## config.mk

```make
export PLATFORM = sky130hd
export DESIGN_NAME = gbic_split
export DESIGN_NICKNAME = d
export VERILOG_FILES = /design/src/design/gbic_pkg.sv /design/src/design/gbic_split.sv
export SDC_FILE = /design/constraint.sdc
export NUM_CORES = 1
export LEC_CHECK = 0
export ABC_AREA = 1
export BUFFER_PORTS_ARGS = -buffer_cell sky130_fd_sc_hd__buf_2
export CORE_MARGIN = 1.5
export CORE_UTILIZATION = 35
export DETAILED_ROUTE_END_ITERATION = 8
export PLACE_DENSITY = 0.79
export SLEW_MARGIN = 20
export SYNTH_ARGS = -nofsm -noshare
export SYNTH_HDL_FRONTEND = slang
export SYNTH_SLANG_ARGS = --single-unit
export TNS_END_PERCENT = 5
```

## constraint.sdc

```tcl
create_clock -name vclk -period 1.6
set_input_delay 0.08 -clock vclk [all_inputs]
set_output_delay 0.08 -clock vclk [all_outputs]
set_load 0.01 [all_outputs]
```

## src/design/gbic_pkg.sv

```systemverilog
// Shared widths, codes and control types of the grid bilinear index-to-coordinate mapper.
package gbic_pkg;

	// Fixed-point format of indices and coordinates
	localparam int FRAC_BITS = 16;
	localparam int C_W       = 32;                  // coordinate and index width
	localparam int IDX_W     = 8;                   // node column / row / cell count width
	localparam int UV_W      = FRAC_BITS + 1;       // fraction, 0 .. 1.0 inclusive
	localparam int D_W       = C_W + 1;             // difference of two coordinates
	localparam int M_W       = D_W + UV_W + 1;      // difference times fraction
	localparam int T_W       = C_W + FRAC_BITS;     // one-axis blend, Q32.F
	localparam int R_W       = 2 * FRAC_BITS + 3;   // remainder difference times fraction
	localparam int CFG_AW    = 1;

	// Coordinate lanes carried side by side
	localparam int LANES  = 2;
	localparam int LANE_X = 0;
	localparam int LANE_Y = 1;

	// Command codes
	localparam logic CMD_WRITE = 1'b0;
	localparam logic CMD_QUERY = 1'b1;

	// Register indexes
	localparam logic [CFG_AW-1:0] REG_CELLS_ACROSS = 1'd0;
	localparam logic [CFG_AW-1:0] REG_CELLS_DOWN   = 1'd1;

	// Clamped index split into cell and fraction
	typedef struct packed {
		logic [IDX_W-1:0] cell_idx;
		logic [UV_W-1:0]  frac;
		logic             ok;
	} split_t;

	// Control that travels with each beat through the blend pipeline
	typedef struct packed {
		logic vld;
		logic ok;
	} tag_t;

endpackage

```

## src/design/gbic_split.sv

```systemverilog
// Clamps one fractional index to the cell range and splits it into cell and fraction.
module gbic_split (
	input  logic signed [gbic_pkg::C_W-1:0]   q,
	input  logic        [gbic_pkg::IDX_W-1:0] cells,
	output gbic_pkg::split_t                  res
);
	import gbic_pkg::*;

	localparam int X_W = C_W + 1;

	logic signed [X_W-1:0] qx;
	logic signed [X_W-1:0] top;

	// Upper bound of the index is cells * 1.0
	assign qx  = X_W'(q);
	assign top = $signed(X_W'(cells) << FRAC_BITS);

	always_comb begin
		res.ok       = 1'b1;
		res.cell_idx = q[FRAC_BITS +: IDX_W];
		res.frac     = {1'b0, q[FRAC_BITS-1:0]};
		if (qx[X_W-1]) begin
			// below zero: pin to the first node
			res.ok       = 1'b0;
			res.cell_idx = '0;
			res.frac     = '0;
		end else if (qx > top) begin
			// above the grid: one LSB short of the far edge
			res.ok       = 1'b0;
			res.cell_idx = cells - IDX_W'(1);
			res.frac     = {1'b0, {FRAC_BITS{1'b1}}};
		end else if (qx == top) begin
			// exactly on the far edge: last cell with full fraction
			res.cell_idx = cells - IDX_W'(1);
			res.frac     = {1'b1, {FRAC_BITS{1'b0}}};
		end
	end

endmodule

```

* Word level (Yosys, flattened, before mapping)
Cells that the tools add are included.
Storage, ports and cells: register bits after elaboration 0, input port bits 40, output and inout bits 26, logic and storage cells 7
Cells by class: $add $sub $neg 1, magnitude comparators 1, equality and inequality tests 1, multiplexer cells 4
Operators with widths (number):
- $mux 25 | 2
- $eq 32x25->1 | 1
- $gt 32x25->1 | 1
- $mux 26 | 1
- $sub 8x1->8 const B | 1
- $mux 1 | 1

* Depth between registers and ports, before layout
depth in word-level cells 4, gate-level depth with buffers 13, mapped depth without buffers 13

* Least setup slack after synthesis
OpenSTA, ideal clock, no wires.
path kind input port to output port, start input port cells[3] (netlist name), end output port res[20] (netlist name), arrival 1330 ps, data required time 1520 ps, setup slack 190 ps, stages on the path 11, buffers on the path 1, path through inv_1 ha_1 nand4_1 nor2_1 nand2_2 nor2_4 inv_2 buf_6 nand3_1 nand2_1 nor2_1
RTL lines:
- from (decl) | line gbic_split.sv:4 | input logic [gbic_pkg::IDX_W-1:0] cells,
- to (decl) | line gbic_split.sv:5 | output gbic_pkg::split_t res

==> flow_summary_export.csv <==
group,metric,value,unit
die,die_y,55.0,um
worst_setup_path,start_kind,"input port",
placed_design,place_hpwl,2.39,mm
worst_setup_path,startpoint,"cells[2]",
detailed_routing,drc,0,
detailed_routing,ant_nets,0,
global_route,grt_antenna_before_repair,0,
logic_synthesis,syn-num-nets,246,
finish,nFillCells,236,
clock_network,hold_buffers,0,
worst_setup_path,cp-end-kind,"output pin",
pwr,switching_power,0.194,mW
sta,slew-limit-headroom,79.3,%
worst_setup_path,crit_slowest_cell,"ha_4",
worst_setup_path,cp.required,1.52,ns
finish,final_net_count,334,
finish,syn_to_final_growth,79.4,%
placed_design,dp_cells,311,
logic_synthesis,yosys_warnings,0,
pwr,pwr-share-seq,0,%
worst_setup_path,endpoint,"res[18]",
pwr,p_clk_share,0,%
logic_synthesis,syn_inst,197,
run,drv_cap,0,
global_route,gr-total-overflow,0,
worst_setup_path,cp.arrival,1.50,ns
sta,hold_ws,0.462,ns
sta,fmax,634,MHz
finish,diodes,0,
pwr,power.density,222,mW/mm^2
worst_setup_path,crit_chain,"buf_2, inv_2, ha_4, nand4_1, nor2_1, nand2_2, nor2_4, nor2_4, buf_6, nand3_1, nand2_1, nor2_1, buf_2",
detailed_routing,avgViaCountPerCell,4.74,
sta,post-route-min-period,1.58,ns
die,dieArea,0.00302,sq mm
die,die_width,55.0,um
sta,worstMarginPinSlew,0.310,ns
status,outcome,"finished clean",
global_route,grt_util_met3,0.269,%
finish,drive_gt1_share,44.9,%
global_route,grt_pass1_wl,4.48,mm
sta,slew_viol_final,0,
pwr,pwr-share-comb,100.0,%
global_route,track_usage,19.2,%
finish,n_clock_buffer,0,
die,core,0.00252,sq mm
finish,final_cells,313,
die,rows,18,
finish,post-route-util,67.3,%
die,start_util,37.5,%
pwr,p_leak,1.01,nW
detailed_routing,wl,3.15,mm
logic_synthesis,ys_seq_area_share,0,%
global_route,grt_pass1_vias,1166,
global_route,globalRouteMet2Util,40.3,%
pwr,ir_drop,0.000133,V
detailed_routing,vias,1483,
pwr,swShare,51.5,%
min_path,hold_class,"in2out",
placed_design,io_buffer_count,66,
finish,regArea,0,sq um
placed_design,gp_congestion,0.858,
global_route,top_usage_layer,"met2",
sta,final_hold_viol_count,0,
die,io_pins,66,
logic_synthesis,mappedNetlistArea,946,sq um
logic_synthesis,syn-mean-instance-area,4.80,sq um
detailed_routing,drt_iter0_markers,22,
logic_synthesis,netlist-cell-type-count,20,
sta,setup_viol,0,
placed_design,pre_cts_slack,-0.0938,ns
sta,worst_slack,0.0226,ns
worst_setup_path,path_max_fanout,3,
sta,fin_crit_sh,98.6,%
global_route,use_met1,22.4,%
detailed_routing,wl_per_cell,10.0,um
sta,rsz0062_at_grt,"true",
detailed_routing,first_pass_iters,5,
global_route,grt_max_degree,17,
worst_setup_path,critPathKind,"in2out",
pwr,internal_power,0.183,mW
worst_setup_path,slowest_delay,0.26,ns
finish,seq_cell_count,0,
[metal layers]
metal / wire (um) / vias to the layer above
li1: - / 776
met2: 1610 / 56
met1: 1340 / 645
met3: 164 / 6
met4: 31 / 0
met5: 0 / -
[synthesized netlist by cell type, drive strengths merged]
master	instances	share of area, %
o21ai	16	8.5
nand2	46	19
inv	48	19
buf	3	2.2
a21oi	7	3.7
clkbuf	1	0.40
a21o	1	0.79
and2	2	1.3
xor2	5	4.6
nand4	4	2.6
nand3	17	9.0
nor2	37	17
nor3	1	0.53
ha	9	12
[critical path: cells and delay by family]
kind	cells	cell delay, ns
adder cells (fa/ha/maj)	1	0.26
AND/OR/NAND/NOR	8	0.76
buffers and inverters	4	0.40
[worst min-delay path by stage]
stage               startpoint  slack, ns      end  cells after the start
CTS                       q[6]       0.46   res[7]                      4
global placement          q[6]       0.46   res[7]                      4
global route              q[6]       0.50   res[7]                      4
detailed placement        q[6]       0.46   res[7]                      4
finish                    q[6]       0.46   res[7]                      4
floorplan                q[31]       0.21  res[18]                      1
[cells by family (layout without fill, tap and decap cells)]
family                   count (synthesis)  in the layout  share of synthesized area, %
AND/OR/NAND/NOR                        107            107                          48.8
buffers and inverters                   52            138                          21.7
AO/OA/AOI/OAI                           24             24                          13.0
adder cells (fa/ha/maj)                  9              9                          11.9
XOR/XNOR                                 5              5                          4.63
[per-stage QoR]
stage / area (sq um) / power (mW) / setup TNS, ns
3_3_place_gp: 1450 / 0.308 / -0.345
3_5_place_dp: 1450 / 0.314 / -1.56
2_1_floorplan: 946 / 0.160 / 0
6_report: 1700 / 0.377 / 0
4_1_cts: 1540 / 0.329 / 0
5_1_grt: 1700 / 0.423 / -0.470
[area by class of cell]
type,instances,area (sq um),share of cell area (%)
inverter,48,183,10.8
multi-input combinational,145,917,54.1
tap,30,37.5,2.21
timing repair buffer,90,559,33.0
[repair_timing]
| action | in CTS | in global routing |
|---|---|---|
| pin swaps | 8 | 18 |
| gates resized for setup | 17 | 37 |
| buffers inserted | 3 | 1 |
| setup endpoints to repair | 24 | 25 |
[placed cells by master (no fill, tap or decap)]
cell and count:
o21ai_2 3, o21ai_0 8, inv_4 1, buf_6 9, nand2_2 6, xor2_1 5, nand3_1 13, nand4_1 4
nand2_4 1, inv_2 7, o21ai_1 5, nand3_2 3, nand3_4 1, ha_1 1, buf_2 60, nor2_2 3
nor2_1 30, nand2_1 39, nor2_4 4, and2_1 2, a21oi_1 7, buf_4 21, inv_1 40, ha_4 8
a21o_1 1, nor3_1 1
[power by group through the flow]
| stage | Sequential (mW) | Combinational, mW | Clock [mW] |
|---|---|---|---|
| after global routing | 0 | 0.423 | 0 |
| after global placement | 0 | 0.308 | 0 |
| final | 0 | 0.377 | 0 |
| after floorplan | 0 | 0.160 | 0 |
| after detailed placement | 0 | 0.314 | 0 |
| after CTS | 0 | 0.329 | 0 |
Note: power is estimated with default switching activity, not from simulation.
